## src/isf_pkg.sv

```systemverilog
// Package: sizes, slot word layout and codes of the interrupt subscription fan-out.
`default_nettype none
package isf_pkg;

  localparam int NUM_SLOTS = 16;
  localparam int NUM_LINES = 16;

  localparam int MASK_W  = 16;
  localparam int SLOT_AW = $clog2(NUM_SLOTS);
  localparam int LINE_AW = $clog2(NUM_LINES);
  localparam int CNT_W   = $clog2(NUM_SLOTS + 1);
  localparam int WALK_W  = $clog2(((NUM_SLOTS > NUM_LINES) ? NUM_SLOTS : NUM_LINES) + 1);

  localparam logic [MASK_W-1:0] LINES_ALL = MASK_W'((64'd1 << NUM_LINES) - 64'd1);

  typedef enum logic [1:0] {
    MODE_REG  = 2'd0,
    MODE_SEND = 2'd1,
    MODE_WAIT = 2'd2,
    MODE_PEEK = 2'd3
  } mode_t;

  typedef struct packed {
    logic              waiting;
    logic [MASK_W-1:0] pend;
    logic [MASK_W-1:0] sub;
  } slot_word_t;

  localparam int SLOT_WORD_W = $bits(slot_word_t);

endpackage
`default_nettype wire

```

## src/isf_if.sv

```systemverilog
// Request and result channel interfaces of the interrupt subscription fan-out.
`default_nettype none
interface isf_in_if;
  logic        valid;
  logic        ready;
  logic [1:0]  mode;
  logic [3:0]  slot_id;
  logic [15:0] new_mask;
  logic [3:0]  irq_line;
  logic        waiting_flag;

  modport source (output valid, mode, slot_id, new_mask, irq_line, waiting_flag,
                  input ready);
  modport sink   (input valid, mode, slot_id, new_mask, irq_line, waiting_flag,
                  output ready);
endinterface

interface isf_out_if;
  logic        valid;
  logic        ready;
  logic [15:0] line_enables;
  logic [15:0] wake_set;
  logic [15:0] slot_pending;

  modport source (output valid, line_enables, wake_set, slot_pending, input ready);
  modport sink   (input valid, line_enables, wake_set, slot_pending, output ready);
endinterface
`default_nettype wire

```

## src/isf_ram.sv

```systemverilog
// Generic simple dual-port RAM with registered read.
`default_nettype none
module isf_ram #(
  parameter int WIDTH = 8,
  parameter int DEPTH = 16
) (
  input  wire logic                     clk,
  input  wire logic                     we,
  input  wire logic [$clog2(DEPTH)-1:0] waddr,
  input  wire logic [WIDTH-1:0]         wdata,
  input  wire logic                     re,
  input  wire logic [$clog2(DEPTH)-1:0] raddr,
  output logic      [WIDTH-1:0]         rdata
);

  logic [WIDTH-1:0] mem [DEPTH];

  always_ff @(posedge clk) begin
    if (we) begin
      mem[waddr] <= wdata;
    end
    if (re) begin
      rdata <= mem[raddr];
    end
  end

endmodule
`default_nettype wire

```

## src/irq_subscription_fanout.sv

```systemverilog
// Interrupt subscription fan-out: slot and line-count tables with a walking sequencer.
//
// Requests come in on in_ch (valid/ready), one result per request leaves on
// out_ch (valid/ready). The block works on one request at a time.
// Steps from acceptance to the result register:
//   register mask (mode 0): slot read, line-count walk
//   deliver irq   (mode 1): walk of all slot words
//   set waiting / report  : one slot read-modify-write / one slot read
// The walks go through the line-count RAM and the slot RAM one entry per
// cycle, with the read of entry k overlapping the write-back of entry k-1.
// in_ch.ready is high only while the sequencer is idle, so the next request
// is taken only after the last one has left the sequencer.
// A finished result sits in an output register; the next request is
// accepted while it waits. If out_ch stalls, the following result holds in
// the sequencer until the register frees.
// Reset (rst_n low, synchronous) clears the enable bitmap and the result
// valid flag and runs a clearing walk over both RAMs, over NUM_SLOTS or
// NUM_LINES entries, whichever is larger, before the first request.
`default_nettype none
module irq_subscription_fanout (
  input  wire logic  clk,
  input  wire logic  rst_n,
  isf_in_if.sink     in_ch,
  isf_out_if.source  out_ch
);

  typedef enum logic [5:0] {
    ST_CLEAR = 6'b000001,
    ST_IDLE  = 6'b000010,
    ST_SLOT  = 6'b000100,
    ST_LINE  = 6'b001000,
    ST_SEND  = 6'b010000,
    ST_DONE  = 6'b100000
  } state_t;

  localparam int MW = isf_pkg::MASK_W;
  localparam int SA = isf_pkg::SLOT_AW;
  localparam int LA = isf_pkg::LINE_AW;
  localparam int CW = isf_pkg::CNT_W;
  localparam int WW = isf_pkg::WALK_W;

  state_t state_r, state_nxt;
  logic [WW-1:0] walk_r, walk_nxt;

  isf_pkg::mode_t mode_r, mode_nxt;
  logic [3:0]    slot_r, slot_nxt;
  logic [MW-1:0] mask_r, mask_nxt;
  logic [3:0]    line_r, line_nxt;
  logic          wflag_r, wflag_nxt;
  logic [MW-1:0] old_sub_r, old_sub_nxt;
  logic [MW-1:0] pend_r, pend_nxt;
  logic [MW-1:0] wake_r, wake_nxt;
  logic [MW-1:0] en_r, en_nxt;

  logic          out_valid_r, out_valid_nxt;
  logic [MW-1:0] out_en_r, out_en_nxt;
  logic [MW-1:0] out_wake_r, out_wake_nxt;
  logic [MW-1:0] out_pend_r, out_pend_nxt;

  // slot table RAM
  logic                         s_we, s_re;
  logic [SA-1:0]                s_waddr, s_raddr;
  isf_pkg::slot_word_t          s_wword, s_rword;
  logic [isf_pkg::SLOT_WORD_W-1:0] s_rdata;

  // line count RAM
  logic          l_we, l_re;
  logic [LA-1:0] l_waddr, l_raddr;
  logic [CW-1:0] l_wdata, l_rdata;

  logic [WW-1:0] prev_w;
  logic [SA-1:0] prev_slot;
  logic [LA-1:0] prev_line;
  logic          added, removed, hit;
  logic [MW-1:0] line_bit;

  isf_ram #(.WIDTH(isf_pkg::SLOT_WORD_W), .DEPTH(isf_pkg::NUM_SLOTS)) u_slot_ram (
    .clk   (clk),
    .we    (s_we),
    .waddr (s_waddr),
    .wdata (s_wword),
    .re    (s_re),
    .raddr (s_raddr),
    .rdata (s_rdata)
  );

  isf_ram #(.WIDTH(CW), .DEPTH(isf_pkg::NUM_LINES)) u_line_ram (
    .clk   (clk),
    .we    (l_we),
    .waddr (l_waddr),
    .wdata (l_wdata),
    .re    (l_re),
    .raddr (l_raddr),
    .rdata (l_rdata)
  );

  assign s_rword   = isf_pkg::slot_word_t'(s_rdata);
  assign prev_w    = walk_r - WW'(1);
  assign prev_slot = prev_w[SA-1:0];
  assign prev_line = prev_w[LA-1:0];
  assign line_bit  = MW'(1) << line_r;

  assign in_ch.ready         = (state_r == ST_IDLE);
  assign out_ch.valid        = out_valid_r;
  assign out_ch.line_enables = out_en_r;
  assign out_ch.wake_set     = out_wake_r;
  assign out_ch.slot_pending = out_pend_r;

  always_comb begin
    state_nxt     = state_r;
    walk_nxt      = walk_r;
    mode_nxt      = mode_r;
    slot_nxt      = slot_r;
    mask_nxt      = mask_r;
    line_nxt      = line_r;
    wflag_nxt     = wflag_r;
    old_sub_nxt   = old_sub_r;
    pend_nxt      = pend_r;
    wake_nxt      = wake_r;
    en_nxt        = en_r;
    out_valid_nxt = out_valid_r;
    out_en_nxt    = out_en_r;
    out_wake_nxt  = out_wake_r;
    out_pend_nxt  = out_pend_r;

    s_re    = 1'b0;
    s_raddr = slot_r[SA-1:0];
    s_we    = 1'b0;
    s_waddr = slot_r[SA-1:0];
    s_wword = s_rword;
    l_re    = 1'b0;
    l_raddr = walk_r[LA-1:0];
    l_we    = 1'b0;
    l_waddr = prev_line;
    l_wdata = l_rdata;
    added   = 1'b0;
    removed = 1'b0;
    hit     = 1'b0;

    // drop the result once the receiver takes it
    if (out_valid_r && out_ch.ready) begin
      out_valid_nxt = 1'b0;
    end

    unique case (state_r)
      ST_CLEAR: begin
        // zero one entry of each table per cycle
        s_we    = (walk_r < WW'(isf_pkg::NUM_SLOTS));
        s_waddr = walk_r[SA-1:0];
        s_wword = '0;
        l_we    = (walk_r < WW'(isf_pkg::NUM_LINES));
        l_waddr = walk_r[LA-1:0];
        l_wdata = '0;
        if (walk_r == WW'(((isf_pkg::NUM_SLOTS > isf_pkg::NUM_LINES) ?
                           isf_pkg::NUM_SLOTS : isf_pkg::NUM_LINES) - 1)) begin
          state_nxt = ST_IDLE;
        end
        walk_nxt = walk_r + WW'(1);
      end

      ST_IDLE: begin
        s_re    = in_ch.valid;
        s_raddr = in_ch.slot_id[SA-1:0];
        if (in_ch.valid) begin
          mode_nxt  = isf_pkg::mode_t'(in_ch.mode);
          slot_nxt  = in_ch.slot_id;
          mask_nxt  = in_ch.new_mask & isf_pkg::LINES_ALL;
          line_nxt  = in_ch.irq_line;
          wflag_nxt = in_ch.waiting_flag;
          walk_nxt  = '0;
          wake_nxt  = '0;
          state_nxt = (isf_pkg::mode_t'(in_ch.mode) == isf_pkg::MODE_SEND) ?
                      ST_SEND : ST_SLOT;
        end
      end

      ST_SLOT: begin
        pend_nxt = s_rword.pend;
        unique case (mode_r)
          isf_pkg::MODE_REG: begin
            s_we        = 1'b1;
            s_wword     = s_rword;
            s_wword.sub = mask_r;
            old_sub_nxt = s_rword.sub;
            state_nxt   = ST_LINE;
          end
          isf_pkg::MODE_WAIT: begin
            s_we            = 1'b1;
            s_wword         = s_rword;
            s_wword.waiting = wflag_r;
            state_nxt       = ST_DONE;
          end
          default: begin
            state_nxt = ST_DONE;
          end
        endcase
      end

      ST_LINE: begin
        // read line k while writing back line k-1
        l_re = (walk_r < WW'(isf_pkg::NUM_LINES));
        if (walk_r != '0) begin
          added   = mask_r[prev_line] & ~old_sub_r[prev_line];
          removed = old_sub_r[prev_line] & ~mask_r[prev_line];
          l_we    = 1'b1;
          if (added) begin
            if (l_rdata == '0) begin
              en_nxt[prev_line] = 1'b1;
            end
            l_wdata = l_rdata + CW'(1);
          end else if (removed) begin
            if (l_rdata == CW'(1)) begin
              en_nxt[prev_line] = 1'b0;
            end
            if (l_rdata != '0) begin
              l_wdata = l_rdata - CW'(1);
            end
          end
        end
        if (walk_r == WW'(isf_pkg::NUM_LINES)) begin
          state_nxt = ST_DONE;
        end
        walk_nxt = walk_r + WW'(1);
      end

      ST_SEND: begin
        // read slot k while updating slot k-1
        s_re    = (walk_r < WW'(isf_pkg::NUM_SLOTS));
        s_raddr = walk_r[SA-1:0];
        s_waddr = prev_slot;
        if (walk_r != '0) begin
          hit          = s_rword.sub[line_r];
          s_we         = hit;
          s_wword      = s_rword;
          s_wword.pend = s_rword.pend | line_bit;
          if (hit && s_rword.waiting) begin
            wake_nxt[prev_slot] = 1'b1;
          end
          if (prev_slot == slot_r[SA-1:0]) begin
            pend_nxt = hit ? (s_rword.pend | line_bit) : s_rword.pend;
          end
        end
        if (walk_r == WW'(isf_pkg::NUM_SLOTS)) begin
          state_nxt = ST_DONE;
        end
        walk_nxt = walk_r + WW'(1);
      end

      ST_DONE: begin
        // hold until the result register is free
        if (!out_valid_r || out_ch.ready) begin
          out_valid_nxt = 1'b1;
          out_en_nxt    = en_r;
          out_wake_nxt  = (mode_r == isf_pkg::MODE_SEND) ? wake_r : '0;
          out_pend_nxt  = pend_r;
          state_nxt     = ST_IDLE;
        end
      end

      default: begin
        state_nxt = ST_IDLE;
      end
    endcase
  end

  always_ff @(posedge clk) begin
    if (!rst_n) begin
      state_r     <= ST_CLEAR;
      walk_r      <= '0;
      en_r        <= '0;
      out_valid_r <= 1'b0;
    end else begin
      state_r     <= state_nxt;
      walk_r      <= walk_nxt;
      en_r        <= en_nxt;
      out_valid_r <= out_valid_nxt;
    end
  end

  always_ff @(posedge clk) begin
    mode_r     <= mode_nxt;
    slot_r     <= slot_nxt;
    mask_r     <= mask_nxt;
    line_r     <= line_nxt;
    wflag_r    <= wflag_nxt;
    old_sub_r  <= old_sub_nxt;
    pend_r     <= pend_nxt;
    wake_r     <= wake_nxt;
    out_en_r   <= out_en_nxt;
    out_wake_r <= out_wake_nxt;
    out_pend_r <= out_pend_nxt;
  end

endmodule
`default_nettype wire

```

## src/flat_wrapper.sv

```systemverilog
// flat-port wrapper written by rule: the top's interface ports become plain ports
module irq_subscription_fanout_flat 
  (clk, rst_n, in_ch_valid, in_ch_mode, in_ch_slot_id, in_ch_new_mask, in_ch_irq_line, in_ch_waiting_flag, in_ch_ready, out_ch_valid, out_ch_line_enables, out_ch_wake_set, out_ch_slot_pending, out_ch_ready);
  isf_in_if in_ch_i ();
  isf_out_if out_ch_i ();
  input  wire logic clk;
  input  wire logic rst_n;
  input wire logic [$bits(in_ch_i.valid)-1:0] in_ch_valid;
  input wire logic [$bits(in_ch_i.mode)-1:0] in_ch_mode;
  input wire logic [$bits(in_ch_i.slot_id)-1:0] in_ch_slot_id;
  input wire logic [$bits(in_ch_i.new_mask)-1:0] in_ch_new_mask;
  input wire logic [$bits(in_ch_i.irq_line)-1:0] in_ch_irq_line;
  input wire logic [$bits(in_ch_i.waiting_flag)-1:0] in_ch_waiting_flag;
  output wire logic [$bits(in_ch_i.ready)-1:0] in_ch_ready;
  output wire logic [$bits(out_ch_i.valid)-1:0] out_ch_valid;
  output wire logic [$bits(out_ch_i.line_enables)-1:0] out_ch_line_enables;
  output wire logic [$bits(out_ch_i.wake_set)-1:0] out_ch_wake_set;
  output wire logic [$bits(out_ch_i.slot_pending)-1:0] out_ch_slot_pending;
  input wire logic [$bits(out_ch_i.ready)-1:0] out_ch_ready;
  assign in_ch_i.valid = in_ch_valid;
  assign in_ch_i.mode = in_ch_mode;
  assign in_ch_i.slot_id = in_ch_slot_id;
  assign in_ch_i.new_mask = in_ch_new_mask;
  assign in_ch_i.irq_line = in_ch_irq_line;
  assign in_ch_i.waiting_flag = in_ch_waiting_flag;
  assign in_ch_ready = in_ch_i.ready;
  assign out_ch_valid = out_ch_i.valid;
  assign out_ch_line_enables = out_ch_i.line_enables;
  assign out_ch_wake_set = out_ch_i.wake_set;
  assign out_ch_slot_pending = out_ch_i.slot_pending;
  assign out_ch_i.ready = out_ch_ready;
  irq_subscription_fanout u_core (.clk(clk), .rst_n(rst_n), .in_ch(in_ch_i), .out_ch(out_ch_i));
endmodule
```

## config.mk

```make
export PLATFORM = sky130hd
export DESIGN_NAME = irq_subscription_fanout_flat
export DESIGN_NICKNAME = d
export VERILOG_FILES = /design/src/isf_pkg.sv /design/src/isf_if.sv /design/src/isf_ram.sv /design/src/irq_subscription_fanout.sv /design/src/flat_wrapper.sv
export SDC_FILE = /design/constraint.sdc
export NUM_CORES = 1
export LEC_CHECK = 0
export ABC_AREA = 1
export BUFFER_PORTS_ARGS = -buffer_cell sky130_fd_sc_hd__buf_2
export CAP_MARGIN = 10
export CORE_UTILIZATION = 35
export DETAILED_ROUTE_END_ITERATION = 16
export PLACE_DENSITY_LB_ADDON = 0.08
export SYNTH_ARGS = -nofsm -noshare
export SYNTH_HDL_FRONTEND = slang
export SYNTH_HIERARCHICAL = 1
export SYNTH_SLANG_ARGS = --single-unit
```

## constraint.sdc

```tcl
create_clock -name clk -period 5.2 [get_ports clk]
set_input_delay 1.04 -clock clk [delete_from_list [all_inputs] [get_ports clk]]
set_output_delay 1.04 -clock clk [all_outputs]
set_load 0.02 [all_outputs]
```

==> report_table.html <==
<table>
<tr><th>Metric</th><th>Value</th></tr>
<tr><th colspan="2">Status</th></tr>
<tr><td>Outcome</td><td>finished clean</td></tr>
<tr><th colspan="2">Critical path</th></tr>
<tr><td>Max FO, Critical Path</td><td>32</td></tr>
<tr><td>Number of cells traversed by the worst register-to-register path</td><td>16</td></tr>
<tr><td>Crit path max-delay cell type</td><td>nor2_4</td></tr>
<tr><td>Delay of the slowest critical-path stage</td><td>570 ps</td></tr>
<tr><td>Worst R2R Setup Slack</td><td>1200 ps</td></tr>
<tr><td>Worst setup EP type</td><td>register</td></tr>
<tr><td>Critical Path Most Common Cell</td><td>nand2_1</td></tr>
<tr><td>Cell chain of the critical path</td><td>clkinv_2, ha_1, xnor2_1, inv_1, nand2_1, inv_1, nand2_1, nand2_1, nor2_1, ha_1, clkinv_1, o21a_1, nor2_4, nand3_1, nand2_1, nor2_1</td></tr>
<tr><td>Arrival time of data at the critical path endpoint</td><td>4550 ps</td></tr>
<tr><td>Element type at the critical path start</td><td>register</td></tr>
<tr><td>Beginning of the critical path</td><td>u_core/walk_r[0]$_SDFFE_PN0P_</td></tr>
<tr><td>Startpoint of the worst register-to-register path</td><td>u_core/walk_r[0]$_SDFFE_PN0P_</td></tr>
<tr><td>CP required</td><td>5750 ps</td></tr>
<tr><td>Critical path type</td><td>register to register</td></tr>
<tr><th colspan="2">Power</th></tr>
<tr><td>Share of power burned in the clock network</td><td>28.5%</td></tr>
<tr><td>Static leakage</td><td>16.3 nW</td></tr>
<tr><td>Int Pwr</td><td>13.7 mW</td></tr>
<tr><td>Switching share of power</td><td>36.1%</td></tr>
<tr><td>Combinational cell fraction of total power</td><td>30.1%</td></tr>
<tr><td>NetSw</td><td>7.75 mW</td></tr>
<tr><td>Power density over cell area</td><td>541 mW/mm^2</td></tr>
<tr><td>Share of total power in sequential cells</td><td>41.4%</td></tr>
<tr><td>Worst ir drop on vdd</td><td>265 uV</td></tr>
<tr><th colspan="2">Worst hold path</th></tr>
<tr><td>Cell depth of the worst min-delay path</td><td>0</td></tr>
<tr><td>Min-delay worst type</td><td>register to register</td></tr>
<tr><td>Min-Delay Endpoint</td><td>u_core/out_ch.slot_pending[8]$_DFFE_PP_</td></tr>
<tr><td>Beginning of the worst hold path</td><td>u_core/pend_r[8]$_DFFE_PP_</td></tr>
<tr><th colspan="2">Job</th></tr>
<tr><td>Max-cap viol count</td><td>0</td></tr>
<tr><th colspan="2">STA</th></tr>
<tr><td>Final setup violating endpoints</td><td>0</td></tr>
<tr><td>Final critical path time including I/O delays and setup</td><td>4000 ps</td></tr>
<tr><td>Final Max Tran Viols</td><td>0</td></tr>
<tr><td>Final TNS setup</td><td>0 ps</td></tr>
<tr><td>Worst relative slew slack</td><td>16.6%</td></tr>
<tr><td>Worst hold margin</td><td>417 ps</td></tr>
<tr><td>Share of the clock period used by the worst path after layout</td><td>76.9%</td></tr>
<tr><td>RSZ-0062 raised after global routing</td><td>no</td></tr>
<tr><td>Transition at the pin with the smallest max-transition slack</td><td>1240 ps</td></tr>
<tr><td>Fmax achieved</td><td>250 MHz</td></tr>
<tr><td>Clock tree skew after final layout</td><td>28.4 ps</td></tr>
<tr><td>Number of endpoints with negative hold slack in the final report</td><td>0</td></tr>
<tr><th colspan="2">Logic synthesis</th></tr>
<tr><td>Share of the yosys chip area belonging to registers</td><td>68.1%</td></tr>
<tr><td>Cell types occupying the most area after synthesis</td><td>edfxtp_1 66%, nand2_1 11%, nand3_1 7.3%, inv_1 5.7%, dfxtp_1 1.6%</td></tr>
<tr><td>Most instantiated flip-flop cell in the synthesis netlist</td><td>edfxtp_1</td></tr>
<tr><td>Post-synthesis instance area</td><td>0.0347 mm^2</td></tr>
<tr><td>Share of synthesized registers carrying an async set or reset</td><td>0%</td></tr>
<tr><td>Number of enable-type register cells in the synthesized netlist</td><td>769</td></tr>
<tr><td>Largest area contributor in the netlist</td><td>edfxtp_1</td></tr>
<tr><td>Number of standard cells after synthesis</td><td>3354</td></tr>
<tr><td>Number of distinct library cell variants in the gate-level netlist after synthesis</td><td>40</td></tr>
<tr><td>Share of the synthesized area in the top cell type</td><td>66.5%</td></tr>
<tr><td>Per-instance average area after synthesis</td><td>10.4 um^2</td></tr>
<tr><td>Post-synth net total</td><td>3398</td></tr>
<tr><td>Count of state elements after synthesis</td><td>797</td></tr>
<tr><td>Count of warnings emitted by yosys</td><td>6</td></tr>
<tr><th colspan="2">Clocking</th></tr>
<tr><td>Total CTS buffers</td><td>92</td></tr>
<tr><td>Hold Buf Count CTS</td><td>0</td></tr>
<tr><td>Clock sink total</td><td>797</td></tr>
<tr><td>Clock input transition at the sequential cells of the worst setup and hold paths</td><td>50 ps</td></tr>
<tr><td>Longest Clk Path Bufs</td><td>3</td></tr>
<tr><td>Cell chosen for the clock root</td><td>clkbuf_16</td></tr>
<tr><td>Post-cts sizing count</td><td>0</td></tr>
<tr><td>Post-CTS Setup Bufs</td><td>0</td></tr>
<tr><td># H-tree levels</td><td>3</td></tr>
<tr><td>Clock tree from TritonCTS</td><td>done</td></tr>
<tr><td>Latest clock arrival within the worst-skew pair</td><td>670 ps</td></tr>
<tr><th colspan="2">Global route</th></tr>
<tr><td>Largest net degree at the start of global routing</td><td>146</td></tr>
<tr><td>Global-route wire length before repair</td><td>147000 um</td></tr>
<tr><td>Global-route usage over all layers</td><td>19.7%</td></tr>
<tr><td>Via count of the first global-routing pass</td><td>22797</td></tr>
<tr><td>Residual overflow from global routing</td><td>0</td></tr>
<tr><td>Antenna violations before repair</td><td>3</td></tr>
<tr><th colspan="2">Place</th></tr>
<tr><td># port buffers</td><td>80</td></tr>
<tr><td>Post-DP HPWL</td><td>56600 um</td></tr>
<tr><td>Final weighted congestion in routability-driven placement</td><td>0.850</td></tr>
<tr><th colspan="2">Layout</th></tr>
<tr><td>Growth of design area from synthesis to finish</td><td>14.1%</td></tr>
<tr><td>Share of final-layout standard cells stronger than drive strength 1</td><td>10.4%</td></tr>
<tr><td>Number of nets in the layout</td><td>3488</td></tr>
<tr><td>FILL cells</td><td>9527</td></tr>
<tr><td>Ant. Diodes</td><td>0</td></tr>
<tr><th colspan="2">Floorplan</th></tr>
<tr><td>Core outline area</td><td>0.0984 mm^2</td></tr>
<tr><td>DIE HEIGHT</td><td>317 um</td></tr>
<tr><td>Initial Util</td><td>35.3%</td></tr>
<tr><td>Top-Level Pins</td><td>81</td></tr>
<tr><td>Standard-cell row count</td><td>115</td></tr>
<tr><td>Die width</td><td>317 um</td></tr>
<tr><td>Overall die area</td><td>0.101 mm^2</td></tr>
<tr><th colspan="2">Route</th></tr>
<tr><td>Remaining design rule violation count</td><td>0</td></tr>
<tr><td>Post-detailed-route wirelength per cell</td><td>20.3 um</td></tr>
<tr><td>Total vias in the final route</td><td>23126</td></tr>
<tr><td>Antenna-violating nets left</td><td>0</td></tr>
<tr><td>Router iterations before antenna repair</td><td>5</td></tr>
<tr><td>Detail-routed via count per cell</td><td>4.81</td></tr>
<tr><td>Routed wire length</td><td>97800 um</td></tr>
<tr><td>Initial DRC Count</td><td>1901</td></tr>
</table>
registers in the layout (all words and copies together), names as in the netlist, 6 cells and up, named ones only:
| register | flops |
|---|---|
| u_core/wake_r | 16 |
| u_core/u_slot_ram/rdata | 33 |
| u_core/u_slot_ram/mem | 528 |
| u_core/out_ch.slot_pending | 16 |
| u_core/u_line_ram/mem | 80 |
| u_core/out_ch.line_enables | 16 |
| u_core/pend_r | 16 |
| u_core/state_r | 6 |
| u_core/out_ch.wake_set | 16 |
| u_core/mask_r | 16 |
| u_core/old_sub_r | 16 |
layout make-up:
class | instances | area, um^2 | area share (%)
flip-flops and latches | 797 | 23700 | 59.7
multi-input cells | 1836 | 8350 | 21.1
inverters | 572 | 2160 | 5.46
clock buffers | 119 | 2500 | 6.30
well taps | 1287 | 1610 | 4.06
repair buffers | 145 | 1000 | 2.53
clock inverters | 49 | 348 | 0.878
power by group through the flow:
stage	Combinational, mW	Clock, mW	Sequential, mW
2_1_floorplan	4.00	0	8.98
3_3_place_gp	6.46	0	8.99
3_5_place_dp	6.52	0	9.01
4_1_cts	6.54	6.29	8.88
5_1_grt	7.22	6.53	8.94
6_report	6.46	6.12	8.87
per-stage QoR:
step / std cells / power, mW / instance area (um^2) / setup slack [ps] / utilization (%)
after detailed placement: 4637 / 15.5 / 36800 / 1220 / 37.4
final: 4805 / 21.4 / 39600 / 1200 / 40.3
after global routing: 4805 / 22.7 / 39600 / 652 / 40.3
after floorplan: 3354 / 13.0 / 34700 / 1530 / -
after global placement: 4637 / 15.4 / 36800 / 1330 / 37.4
after CTS: 4805 / 21.7 / 39600 / 1220 / 40.3
cells by family after synthesis:
group | count (synthesis) | share of synthesized area, %
AO/OA/AOI/OAI | 150 | 2.43
XOR/XNOR | 6 | 0.151
adder cells (fa/ha/maj) | 13 | 0.468
buffers and inverters | 721 | 8.46
flip-flops | 797 | 68.1
AND/OR/NAND/NOR | 1667 | 20.4
routing by layer:
layer  wire, um  vias up  GRT usage (%)
li1           -    11159              -
met1      45700    11204           28.0
met2      44600      630           31.3
met3       5160      133           2.82
met4       2320        0           6.12
met5          0        -              0
layout by cell type, fill, tap and decap left out, types with 4 or more instances in the layout:
| cell type | n |
|---|---|
| a21oi_1 | 39 |
| buf_12 | 9 |
| buf_2 | 80 |
| buf_4 | 56 |
| clkbuf_1 | 20 |
| clkbuf_16 | 94 |
| clkbuf_8 | 5 |
| clkinv_1 | 25 |
| clkinv_2 | 18 |
| dfxtp_1 | 27 |
| edfxtp_1 | 769 |
| ha_1 | 13 |
| inv_1 | 527 |
| inv_2 | 37 |
| nand2_1 | 978 |
| nand2_2 | 13 |
| nand3_1 | 507 |
| nand3b_1 | 5 |
| nand4_1 | 8 |
| nor2_1 | 104 |
| nor2_2 | 5 |
| nor2_4 | 23 |
| nor3_1 | 18 |
| o211ai_1 | 4 |
| o21a_1 | 17 |
| o21ai_0 | 67 |
| o21ai_1 | 8 |
| o22ai_1 | 4 |
| xor2_1 | 5 |
critical path: cells and delay by family (launching register included):
| kind | cells | cell delay [ps] |
|---|---|---|
| DFF | 1 | 330 |
| and+or+nand+nor | 8 | 1350 |
| AOI/OAI and AO/OA | 1 | 390 |
| adders and majority gates | 2 | 480 |
| buffers and inverters | 4 | 950 |
| xor gates and xnor gates | 1 | 360 |
synth_stat cells, types with 4 or more instances:
master	n
nor2_4	5
inv_2	37
o21ai_0	72
dfxtp_1	28
a21oi_1	40
inv_1	529
nand3b_1	5
nor2_1	122
o211ai_1	4
buf_1	18
buf_4	16
nand2_1	978
nand2_2	13
nand3_1	507
buf_2	87
ha_1	13
o22ai_1	5
xor2_1	5
nor3_1	18
clkinv_1	4
edfxtp_1	769
buf_6	6
nor2_2	5
o221ai_1	6
clkbuf_1	20
o21a_1	17
nand4_1	8
how the worst max path moves through the flow:
stage,end,slack [ps],cells past startpoint
3_5_place_dp,register,1220,16
5_1_grt,register,650,16
4_1_cts,register,1220,16
3_3_place_gp,register,1330,16
2_1_floorplan,u_core/u_slot_ram/mem[10][0]$_DFFE_PP_,1530,8
6_report,register,1200,16
Note: power is estimated with default switching activity, not from simulation.
